==> config.mk <==
export PLATFORM = sky130hd
export DESIGN_NAME = poisson_binomial_pdf_update
export DESIGN_NICKNAME = d
export VERILOG_FILES = /design/src/hw/rtl/pbd_pkg.sv /design/src/hw/rtl/pbd_ram.sv /design/src/hw/rtl/poisson_binomial_pdf_update.sv
export SDC_FILE = /design/constraint.sdc
export NUM_CORES = 2
export LEC_CHECK = 0
export BUFFER_PORTS_ARGS = -buffer_cell sky130_fd_sc_hd__buf_2
export CAP_MARGIN = 20
export CORE_MARGIN = 2
export CORE_UTILIZATION = 55
export DETAILED_ROUTE_END_ITERATION = 7
export PLACE_DENSITY = 0.67
export SYNTH_ARGS = -nofsm -noshare
export SYNTH_HDL_FRONTEND = slang
export SYNTH_SLANG_ARGS = --single-unit
export TNS_END_PERCENT = 20
==> constraint.sdc <==
create_clock -name clk -period 7.8 [get_ports clk]
set_input_delay 1.17 -clock clk [delete_from_list [all_inputs] [get_ports clk]]
set_output_delay 1.17 -clock clk [all_outputs]
set_load 0.01 [all_outputs]
==> src/hw/rtl/pbd_pkg.sv <==
`default_nettype none

package pbd_pkg;

	localparam int MAX_ITEMS = 32;
	localparam int DEPTH     = MAX_ITEMS + 1;
	localparam int IDX_W     = $clog2(DEPTH);
	localparam int ITEM_W    = $clog2(MAX_ITEMS + 1);
	localparam int CFG_W     = 6;
	localparam int DIST_W    = 25;
	localparam int PROB_W    = 17;
	localparam int FRAC_P    = 16;
	localparam int PROD_W    = DIST_W + PROB_W;
	localparam int TERM_W    = PROD_W - FRAC_P;
	localparam int SUM_W     = TERM_W + 1;
	localparam int ACC_W     = DIST_W + $clog2(DEPTH);

	localparam logic [DIST_W-1:0] ONE_Q24 = DIST_W'(1) << 24;
	localparam logic [PROB_W-1:0] ONE_Q16 = PROB_W'(1) << FRAC_P;
	localparam logic [CFG_W-1:0]  MIN_SUPPORT_RST = CFG_W'(1);

	typedef enum logic [1:0] {
		ST_IDLE,
		ST_SWEEP,
		ST_DRAIN
	} pbd_state_t;

endpackage

`default_nettype wire

==> src/hw/rtl/pbd_ram.sv <==
`default_nettype none

module pbd_ram #(
	parameter int WIDTH = 8,
	parameter int DEPTH = 16
) (
	input  wire logic                     clk,
	input  wire logic                     we,
	input  wire logic [$clog2(DEPTH)-1:0] waddr,
	input  wire logic [WIDTH-1:0]         wdata,
	input  wire logic                     re,
	input  wire logic [$clog2(DEPTH)-1:0] raddr,
	output logic      [WIDTH-1:0]         rdata
);

	logic [WIDTH-1:0] mem_q [DEPTH];

	always_ff @(posedge clk) begin
		if (we) begin
			mem_q[waddr] <= wdata;
		end
		if (re) begin
			rdata <= mem_q[raddr];
		end
	end

endmodule

`default_nettype wire

==> src/hw/rtl/poisson_binomial_pdf_update.sv <==
`default_nettype none

// Poisson-binomial distribution updater. Each transfer on start/prob/first folds one
// Bernoulli item into a distribution of MAX_ITEMS+1 Q1.24 entries held in one RAM (an
// item beyond MAX_ITEMS is dropped and sets the overflow flag), and once the last entry
// has been summed, done pulses for a single cycle with P(count < min_support), the item
// count and the sticky overflow flag. The update is a read-modify-write sweep over every
// RAM entry, one entry per cycle through a read, multiply, write-back and sum stage. busy
// is high from the transfer until the cycle of done, so one item is in flight at a time;
// a new start may come in the done cycle itself.
// The receiver cannot stall: done must be taken when it shows.
// The RAM needs no clearing pass after reset, since per-entry valid bits stand in for it.
module poisson_binomial_pdf_update (
	input  wire logic                         clk,
	input  wire logic                         arst_n,
	input  wire logic                         start,
	output logic                              busy,
	input  wire logic [pbd_pkg::PROB_W-1:0]   prob,
	input  wire logic                         first,
	output logic                              done,
	output logic      [pbd_pkg::DIST_W-1:0]   below_support,
	output logic      [pbd_pkg::ITEM_W-1:0]   item_count,
	output logic                              overflowed,
	input  wire logic                         cfg_we,
	input  wire logic [pbd_pkg::CFG_W-1:0]    cfg_wdata
);

	import pbd_pkg::*;

	localparam logic [IDX_W-1:0]  LAST_IDX = IDX_W'(DEPTH - 1);
	localparam logic [ITEM_W-1:0] MAX_CNT  = ITEM_W'(MAX_ITEMS);

	pbd_state_t state_q, state_d;

	logic                  accept;
	logic                  rd_en;
	logic [CFG_W-1:0]      min_support_q;
	logic [ITEM_W-1:0]     items_seen_q;
	logic                  ovf_q;
	logic [PROB_W-1:0]     p_q, q_q;
	logic [IDX_W-1:0]      rd_idx_q;
	logic [DEPTH-1:0]      ent_vld_q;

	logic                  vld_s1, ent_vld_s1;
	logic [IDX_W-1:0]      idx_s1;
	logic [DIST_W-1:0]     rdata;
	logic [DIST_W-1:0]     old_s1;
	logic [DIST_W-1:0]     prev_q;

	logic                  vld_s2;
	logic [IDX_W-1:0]      idx_s2;
	logic [PROD_W-1:0]     prod_lo_s2, prod_hi_s2;
	logic [SUM_W-1:0]      sum_s2;
	logic [DIST_W-1:0]     new_s2;

	logic                  vld_s3;
	logic [IDX_W-1:0]      idx_s3;
	logic [DIST_W-1:0]     new_s3;
	logic                  in_sum_s3;
	logic                  last_s3;
	logic [ACC_W-1:0]      acc_q, acc_next;

	logic [PROB_W-1:0]     p_sat;
	logic [ITEM_W-1:0]     items_eff;
	logic                  apply;

	assign accept = start && !busy;

	// Restart takes effect before the capacity check of the same item.
	assign p_sat     = (prob > ONE_Q16) ? ONE_Q16 : prob;
	assign items_eff = first ? '0 : items_seen_q;
	assign apply     = items_eff < MAX_CNT;

	always_comb begin
		state_d = state_q;
		unique case (state_q)
			ST_IDLE: begin
				if (accept) begin
					state_d = ST_SWEEP;
				end
			end
			ST_SWEEP: begin
				if (rd_idx_q == LAST_IDX) begin
					state_d = ST_DRAIN;
				end
			end
			ST_DRAIN: begin
				if (last_s3) begin
					state_d = ST_IDLE;
				end
			end
			default: state_d = ST_IDLE;
		endcase
	end

	always_comb begin
		busy  = 1'b1;
		rd_en = 1'b0;
		unique case (state_q)
			ST_IDLE:  busy  = 1'b0;
			ST_SWEEP: rd_en = 1'b1;
			ST_DRAIN: rd_en = 1'b0;
			default: begin
				busy  = 1'b1;
				rd_en = 1'b0;
			end
		endcase
	end

	always_ff @(posedge clk or negedge arst_n) begin
		if (!arst_n) begin
			state_q       <= ST_IDLE;
			min_support_q <= MIN_SUPPORT_RST;
			items_seen_q  <= '0;
			ovf_q         <= 1'b0;
			rd_idx_q      <= '0;
			ent_vld_q     <= '0;
			vld_s1        <= 1'b0;
			vld_s2        <= 1'b0;
			vld_s3        <= 1'b0;
			done          <= 1'b0;
		end else begin
			state_q <= state_d;
			vld_s1  <= rd_en;
			vld_s2  <= vld_s1;
			vld_s3  <= vld_s2;
			done    <= last_s3;
			if (cfg_we) begin
				min_support_q <= cfg_wdata;
			end
			if (accept) begin
				rd_idx_q <= '0;
				if (first) begin
					ovf_q     <= 1'b0;
					ent_vld_q <= '0;
				end
				if (apply) begin
					items_seen_q <= items_eff + ITEM_W'(1);
				end else begin
					items_seen_q <= items_eff;
					ovf_q        <= 1'b1;
				end
			end else if (rd_en) begin
				rd_idx_q <= rd_idx_q + IDX_W'(1);
			end
			if (vld_s2) begin
				ent_vld_q[idx_s2] <= 1'b1;
			end
		end
	end

	// A dropped item still sweeps the store with p = 0, which writes every entry back
	// unchanged and leaves the sum path the same as for an applied item.
	always_ff @(posedge clk) begin
		if (accept) begin
			p_q    <= apply ? p_sat : '0;
			q_q    <= apply ? (ONE_Q16 - p_sat) : ONE_Q16;
			prev_q <= '0;
			acc_q  <= '0;
		end else begin
			if (vld_s1) begin
				prev_q <= old_s1;
			end
			if (vld_s3) begin
				acc_q <= acc_next;
			end
		end
		idx_s1     <= rd_idx_q;
		ent_vld_s1 <= ent_vld_q[rd_idx_q];
		idx_s2     <= idx_s1;
		prod_lo_s2 <= PROD_W'(prev_q) * PROD_W'(p_q);
		prod_hi_s2 <= PROD_W'(old_s1) * PROD_W'(q_q);
		idx_s3     <= idx_s2;
		new_s3     <= new_s2;
		if (last_s3) begin
			below_support <= (acc_next > ACC_W'(ONE_Q24)) ? ONE_Q24 : acc_next[DIST_W-1:0];
		end
	end

	pbd_ram #(
		.WIDTH(DIST_W),
		.DEPTH(DEPTH)
	) u_dist_ram (
		.clk  (clk),
		.we   (vld_s2),
		.waddr(idx_s2),
		.wdata(new_s2),
		.re   (rd_en),
		.raddr(rd_idx_q),
		.rdata(rdata)
	);

	// An entry not written since reset or restart holds its reset value.
	always_comb begin
		if (ent_vld_s1) begin
			old_s1 = rdata;
		end else if (idx_s1 == '0) begin
			old_s1 = ONE_Q24;
		end else begin
			old_s1 = '0;
		end
	end

	assign sum_s2 = SUM_W'(prod_lo_s2[PROD_W-1:FRAC_P]) + SUM_W'(prod_hi_s2[PROD_W-1:FRAC_P]);
	assign new_s2 = (sum_s2 > SUM_W'(ONE_Q24)) ? ONE_Q24 : sum_s2[DIST_W-1:0];

	assign in_sum_s3 = int'(idx_s3) < int'(min_support_q);
	assign acc_next  = acc_q + (in_sum_s3 ? ACC_W'(new_s3) : '0);
	assign last_s3   = vld_s3 && (idx_s3 == LAST_IDX);

	assign item_count = items_seen_q;
	assign overflowed = ovf_q;

endmodule

`default_nettype wire

==> flow_summary.toml <==
[die]
die-area_um2 = 131000
core-area_um2 = 127000
num_rows = 131
die_w_um = 362
start_util_pct = 55.3
io_pins = 62
die_y_um = 362

[sta]
setup_tns_ns = 0
worstMarginPinSlew_ns = 1.15
setup_viol = 0
min_period_ns = 7.38
fin_skew_ns = 0.0584
final.period_utilization_pct = 94.6
fmax_ghz = 0.135
slew_viol_final = 0
rsz0062_at_grt = "false"
relSlewSlack_pct = 23.5
hold_viol = 0

[hold_path]
min_path_cells = 0
worstHoldStart = "idx_s1[1]$_DFF_P_"
worstHoldEndpoint = "idx_s2[1]$_DFF_P_"
hold_path.class = "reg2reg"

[cells_and_area]
syn2layout_area_growth_pct = 9.57
multiInputGateArea_um2 = 34500
regArea_um2 = 31800
mostFrequentLayoutCells = "edfxtp_1, inv_1, fa_1"
final_nets = 6605
drive_above_1_share_pct = 13.5
final_area_um2 = 77100
final_common_cell = "edfxtp_1"
nFillCells = 9914

[global_route]
grt_busiest_layer = "met2"
grt_pass1_wl_um = 277000
grt_pass1_vias = 45000
overflow = 0
grt_use_met2_pct = 46.8
grt_start_max_net_pins = 105
antenna_found_initial = 15
grt_util_met1_pct = 38.6
grtUsageMet3_pct = 4.54
track_usage_pct = 28.5

[cts]
cts-buffers-inserted = 106
clock_latency_ns = 0.75
clk_transition_reported_paths_ns = 0.06
tritoncts = "done"
cts_root_buf = "clkbuf_16"
cts_hold_buf = 0
cts_buffer_depth = 3
cts_max_level = 3
cts_sinks = 1118

[setup_path]
cp.required_ns = 8.43
worstPathMaxFanout = 54
crit_chain = "and2_1, nand2_1, fa_1, fa_1, fa_1, fa_1, inv_1, fa_1, inv_1, fa_1, inv_1, ha_1, and4_1, o2111ai_1, a211oi_1, buf_4, o21ai_0, a31oi_1, a31oi_2, o31ai_1, a21oi_1, inv_1, a21oi_1, xnor2_1"
rrSetupSlack_ns = 0.42
crit_type = "reg2reg"
path_buf_inv = 5
r2r-start = "ent_vld_s1$_DFF_P_"
crit_family = "adder cells"
crit_path_frequent_cell = "fa_1"
r2r_end = "prod_hi_s2[41]$_DFF_P_"
crit_arrival_ns = 8.01
slowest_delay_ns = 0.62
end_kind = "flop"
start_kind = "flop"
cpMaxStageDelayCell = "dfxtp_4"
r2r_cells = 24

[synth]
synthDistinctLibCells = 85
synth_seq_area_share_pct = 45.1
syn_avg_cell_area_um2 = 12.7
mappedNetlistNets = 6536
yosys_register_bits = 1118
ys_warn_count = 0
synth_edf_count = 908
syn_area_um2 = 70400
syn_inst = 5534
synthFlopType = "edfxtp_1"
async_flop_share_pct = 5.19

[routing]
vias = 43300
drc = 0
vias_per_cell = 5.88
totalWireLength_um = 181000
drt_iter0_markers = 4194
drtPass1Iterations = 5
drt-wirelength-per-cell_um = 24.6
antenna_left = 0

[status]
status = "finished, final reports clean"

[flow_run]
drv_cap = 0

[placement]
port_buffers = 61
dpl.hpwl_um = 122000
dpl_cell_area_um2 = 73400
place.gp.congestion = 0.924
-- area by class of cell --
| type | count | share of cell area, % |
|---|---|---|
| Clock buffer | 132 | 3.64 |
| Clock inverter | 69 | 1.09 |
| Antenna cell | 8 | 0.0260 |
| Inverter | 897 | 4.37 |
| Sequential cell | 1118 | 41.2 |
| Tap cell | 1662 | 2.70 |
| Timing Repair Buffer | 240 | 2.17 |
| Multi-Input combinational cell | 3240 | 44.8 |
-- kinds of logic after synthesis --
| group | Yosys count | share of synthesized area (%) |
|---|---|---|
| buffers and inverters | 1176 | 6.29 |
| flip-flops | 1118 | 45.1 |
| AO/OA/AOI/OAI | 405 | 3.77 |
| XOR/XNOR | 106 | 1.32 |
| AND/OR/NAND/NOR | 1429 | 9.58 |
| multiplexers | 326 | 9.26 |
| adder cells (fa/ha/maj) | 974 | 24.6 |
-- per-stage QoR --
stage          hold slack (ns)  setup WS, ns  instances  utilization [%]
6_report                 0.348         0.419       7366             60.6
5_1_grt                  0.354       0.00329       7364             60.6
2_1_floorplan            0.323          1.12       5534                -
3_3_place_gp             0.327       -0.0665       7150             57.7
3_5_place_dp             0.330         0.424       7151             57.7
4_1_cts                  0.346         0.378       7352             60.5
-- worst reg2reg max path, stage by stage, from the launching register on --
cell and delay [ns]:
dfxtp_4 0.62, and2_1 0.54, nand2_1 0.15, fa_1 0.53
fa_1 0.58, fa_1 0.45, fa_1 0.55, inv_1 0.05
fa_1 0.47, inv_1 0.05, fa_1 0.47, inv_1 0.04
ha_1 0.31, and4_1 0.19, o2111ai_1 0.13, a211oi_1 0.25
buf_4 0.20, o21ai_0 0.16, a31oi_1 0.47, a31oi_2 0.27
o31ai_1 0.41, a21oi_1 0.16, inv_1 0.07, a21oi_1 0.07
xnor2_1 0.12
-- flip-flops by register name (all words and copies together), names as in the netlist, 16 cells and up --
signal            count
u_dist_ram.mem_q    825
acc_q                31
u_dist_ram.rdata     25
q_q                  16
new_s3               25
prod_lo_s2           26
ent_vld_q            33
prev_q               25
p_q                  17
prod_hi_s2           26
below_support        25
-- worst max path at each step --
stage / from / end / slack (ns) / cells past startpoint
after floorplan: idx_s1[3]$_DFF_P_ / prod_hi_s2[38]$_DFF_P_ / 1.12 / 24
after global placement: p_q[2]$_SDFFCE_PP0P_ / prod_lo_s2[39]$_DFF_P_ / -0.07 / 24
after detailed placement: ent_vld_s1$_DFF_P_ / prod_hi_s2[38]$_DFF_P_ / 0.42 / 25
after CTS: p_q[2]$_SDFFCE_PP0P_ / prod_lo_s2[39]$_DFF_P_ / 0.38 / 25
after global routing: p_q[3]$_SDFFCE_PP0P_ / prod_lo_s2[39]$_DFF_P_ / 0.003 / 25
final: ent_vld_s1$_DFF_P_ / prod_hi_s2[41]$_DFF_P_ / 0.42 / 24
-- synthesized netlist by cell type, types with 13 or more instances --
cell type / count / area [um2]
nor2b_1: 26 / 163
ha_1: 288 / 3600
and2_1: 178 / 1110
nand3_1: 32 / 160
nor3_1: 23 / 115
nand2_1: 682 / 2560
and3_1: 194 / 1210
o21ai_0: 93 / 465
nand4_1: 16 / 100
a21oi_1: 93 / 465
fa_1: 686 / 13700
a31oi_1: 13 / 81.3
inv_1: 895 / 3360
dfrtp_1: 57 / 1430
xor2_1: 41 / 359
nand2b_1: 14 / 87.6
clkbuf_1: 244 / 916
edfxtp_1: 908 / 27300
mux4_2: 260 / 5860
dfxtp_1: 152 / 3040
mux2i_1: 64 / 641
xnor2_1: 65 / 569
buf_1: 28 / 105
o21a_1: 19 / 143
nor2_1: 205 / 769
a211oi_1: 15 / 113
a21o_1: 78 / 586
-- what timing repair did --
action / CTS / global route
buffers inserted: 0 / 5
resized for setup: 0 / 3
setup endpoints to repair: 0 / 5
-- routing by layer --
layer	part of all wire, %	vias to the layer above
li1	-	18700
met1	40	22500
met2	49	1725
met3	7.4	345
met4	4.0	4
met5	0.015	-
Power is left out: the tool's default activity adds up to more than one toggle a clock period on the data nets, which glitch-free logic cannot reach.
